File: src/rtl/core/btmx_ram.sv
// Generic simple dual-port RAM: one write port, one read port, registered read.
// No dependencies.
`timescale 1ns / 1ps

module btmx_ram #(
  parameter int WIDTH = 8,
  parameter int DEPTH = 16
) (
  input  logic                     clk,
  input  logic                     we,
  input  logic [$clog2(DEPTH)-1:0] waddr,
  input  logic [WIDTH-1:0]         wdata,
  input  logic                     re,
  input  logic [$clog2(DEPTH)-1:0] raddr,
  output logic [WIDTH-1:0]         rdata
);

  logic [WIDTH-1:0] mem [DEPTH];

  always_ff @(posedge clk) begin
    if (we) begin
      mem[waddr] <= wdata;
    end
    if (re) begin
      rdata <= mem[raddr];
    end
  end

endmodule

File: config.mk
export PLATFORM = sky130hd
export DESIGN_NAME = btmx_ram
export DESIGN_NICKNAME = d
export VERILOG_FILES = /design/src/rtl/core/btmx_ram.sv
export SDC_FILE = /design/constraint.sdc
export NUM_CORES = 1
export LEC_CHECK = 0
export ABC_AREA = 1
export BUFFER_PORTS_ARGS = -buffer_cell sky130_fd_sc_hd__buf_2
export CORE_UTILIZATION = 25
export DETAILED_ROUTE_END_ITERATION = 8
export GPL_ROUTABILITY_DRIVEN = 0
export PLACE_DENSITY = 0.51
export SLEW_MARGIN = 10
export SYNTH_ARGS = -nofsm -noshare
export SYNTH_HDL_FRONTEND = slang
export SYNTH_SLANG_ARGS = --single-unit
File: constraint.sdc
create_clock -name clk -period 1 [get_ports clk]
set_input_delay 0.1 -clock clk [delete_from_list [all_inputs] [get_ports clk]]
set_output_delay 0.1 -clock clk [all_outputs]
set_load 0.05 [all_outputs]
After elaboration in Yosys (flattened, before gate mapping)
Memory sizes are Yosys's and may differ from the RTL's. A register that Yosys moved wholly into a read port is not among the register bits.
Cells that the tools add are included.
{"block": "op_classes", "muxes": 2}
{"cell": "2-to-1 mux 1 bit", "n": 2}
{"block": "word_totals", "ff_bits": 0, "ram_bits": 128, "inputBits": 19, "out_inout_bits": 8, "n_memories": 1}
{"memory": "mem", "depth": 16, "width": 8, "rd": 1, "rd_ports_with_merged_regs": 1, "write_ports": 1, "line_no": "18", "rtl": "logic [WIDTH-1:0] mem [DEPTH];"}

Depth between registers and ports, before layout
{"block": "logic_depth", "ltp_word": 2, "mapped_depth": 8, "mapped_depth_nobuf": 7}

Worst setup path before layout
No wires, ideal clock.
{"block": "synth_path", "path_kind": "input -> register", "start": "input port waddr[3]", "end": "memory mem[4][0] (enable)", "setup_time_ns": 0.370, "arrival_time_ns": 0.681, "slack_ns": -0.051, "stages": 2, "path_buffers": 0, "cell_sequence": "nand3b_1 -> nor2_1"}
{"element": "from (decl)", "line_no": "11", "rtl": "input logic [$clog2(DEPTH)-1:0] waddr,"}
{"element": "to (decl)", "line_no": "18"}
Straight into the memory's write port.

Worst setup path in the final report
{"block": "layout_path", "start": "register rdata[6], read port of mem", "end": "output port rdata[6]"}
{"element": "from (decl)", "line_no": "15", "rtl": "output logic [WIDTH-1:0] rdata"}
No word-level cell between the ends.

==> metrics.yaml <==
clock_tree:
  path_clk_slew_ns: 0.06
  postCtsHoldBufs: 0
  cts_buffers: 17
  cts-htree-levels: 4
  tritoncts: "built"
  insertion_delay_ns: 0.42
  cts.sinks: 136
  cts_buffer_depth: 2
  cts-root-buf: "clkbuf_16"
global_routing:
  grt_pass1_wl_um: 23530
  grt_usage_pct: 13.55
  grt_max_degree: 36
  grt_pass1_vias: 3847
  antenna_found_initial: 0
  grt_overflow: 0
route:
  avgViaCountPerCell: 4.190
  drc: 0
  antenna_left: 0
  detail_route.wl_per_cell_um: 16.07
  drt-pass1-iter-count: 5
  drtIter0Drc: 434
  num_vias: 3922
  totalWireLength_um: 15040
power_and_ir_drop:
  cellLeakagePower_nw: 3.163
  p_seq_share_pct: 49.2
  swShare_pct: 23.02
  irDropWorstVdd_mv: 1.299
  total_power_w: 0.01317
  p_comb_share_pct: 8.5
  power_per_cell_area_nw_per_um2: 1755
  power_switching_w: 0.003032
  internal-power_w: 0.01014
  power.share.clock_pct: 42.3
timing:
  hold_violations: 0
  setup_violations: 16
  slew_headroom_pct: 65.95
  setup_ws_ns: -0.1893
  drv_slew: 0
  worst_pin_slew_ns: 0.5102
  rsz0062_at_grt: "true"
  fmax_mhz: 840.9
  fin_crit_sh_pct: 118.9
  fin_crit_ns: 1.189
  finClkSkew_ns: 0.008324
placement:
  io_buffers: 26
  place_ws_ns: -0.4200
  dp.cells: 905
  dpl.hpwl_um: 9819
floorplanning:
  dieHeight_um: 154.9
  fp-row-count: 55
  core_area_um2: 22780
  initial_core_util_pct: 25.67
  fp.dieW_um: 154.9
  die_area_um2: 24000
  pin_count: 27
critical_path:
  slowest_delay_ns: 0.47
  cp_slowest_cell: "edfxtp_1"
  worstPathRequired_ns: 0.90
  crit_arrival_ns: 1.09
  worst_setup_path_end_kind: "output port"
  crit_family: "flip-flops"
  cp-start-kind: "flop"
  cp_cell_sequence: "buf_6"
  critPathKind: "flop to output port"
  cp.buffers_inverters: 1
  crit_fanout: 1
synthesis:
  synth-seq-cells: 136
  avgSynthCellArea_um2: 10.61
  yosysWarnings: 0
  synth_area_leader_cell: "edfxtp_1"
  synth_top_area_share_pct: 69.85
  synthTopCellsByArea: "edfxtp_1, nand2_1, nand3_1, inv_1, buf_6"
  synth_cells: 551
  ys_types: 11
  seq_area_frac_synth_pct: 69.85
  synth_area_um2: 5847
  syn_nets: 570
final_layout:
  antenna_cells: 0
  drive_gt1_share_pct: 26.32
  fin_nets: 630
  nFillCells: 2305
  area_growth_pct: 28.35
  stdcell_count: 936
  fin_util_pct: 32.95
hold_path:
  hp-class: "input port to flop"
status:
  outcome: "finished with violations"
  failed_checks: "setup timing"
flow_run:
  drv_cap: 0
==> final timing paths <==
check	slack, ns	from	depth (start not counted)	end
setup / recovery	-0.19	rdata[6]$_DFFE_PP_	1	rdata[6]
hold / removal	0.09	wdata[1]	1	mem[9][1]$_DFFE_PP_
hold reg to reg	0.74	mem[14][4]$_DFFE_PP_	6	rdata[4]$_DFFE_PP_
setup reg to reg	-0.07	mem[15][2]$_DFFE_PP_	6	rdata[2]$_DFFE_PP_
==> worst register-to-register path: stages (launching register included) <==
cell	delay, ns
edfxtp_1	0.37
inv_1	0.07
nand2_1	0.05
nand3_1	0.10
nand3_2	0.10
nand3_2	0.10
nand2_2	0.05
==> Yosys cell counts (all sizes together) <==
cell    count
buf        24
edfxtp    136
nand2     173
nor2       17
nand3b      2
nand3      97
inv       102
==> per-stage QoR <==
step	cell area, um^2	hold slack, ns	TNS, ns
6_report	7505	0.08807	-1.305
5_1_grt	7505	0.07840	-2.181
4_1_cts	7367	0.07814	-1.522
3_5_place_dp	6615	0.5215	-11.55
3_3_place_gp	6615	0.5300	-10.82
2_1_floorplan	5854	0.1989	-4.120
==> power by group through the flow <==
stage	combinational [W]	sequential [W]	clock, W
4_1_cts	0.00109	0.00648	0.00567
5_1_grt	0.00123	0.00649	0.00593
3_5_place_dp	0.000989	0.00659	0
2_1_floorplan	0.000452	0.00667	0
3_3_place_gp	0.000985	0.00659	0
6_report	0.00112	0.00647	0.00558
==> area by class of cell <==
class                      count  area [um^2]  area share [%]
sequential                   136         4084           54.42
multi-input combinational    289         1541           20.54
timing repair buffer          65        585.6           7.803
clock buffer                  19        432.9           5.769
tap                          313        391.6           5.218
inverter                     102        382.9           5.102
clock inverter                12        86.33           1.150
==> flip-flops by register name, summed over array words and instances, names as in the netlist <==
signal / flops
mem: 128
rdata: 8
==> cell usage in the layout (no fill, tap or decap), types with 8 or more instances in the layout <==
master and instances:
edfxtp_1 136, clkbuf_16 17, nand3_1 37, nand2_2 8, buf_6 8, nor2_1 14
inv_1 99, buf_2 18, nand2_1 165, buf_4 30, nand3_2 60, buf_12 9
==> logic make-up after synthesis <==
logic type | share of synthesized area, %
flops | 69.85
buf+inv | 9.394
simple gates | 20.76
==> metal layers <==
metal  vias up  global-route usage [%]  part of all wire [%]
li1       1902                       -                     -
met1      1904                   19.52                    50
met2       107                   20.01                    44
met3         9                   3.370                   5.0
met4         0                   3.960                   1.2
met5         -                       0                     0
==> repair_timing <==
| action | CTS | global route |
|---|---|---|
| setup endpoints to repair | 16 | 16 |
| gates resized for setup | 54 | 31 |
| pin swaps | 37 | 26 |
| hold endpoints to repair | 0 | 0 |
| setup buffers | 0 | 0 |
| gates cloned | 0 | 0 |
Note: power is estimated with default switching activity, not from simulation.
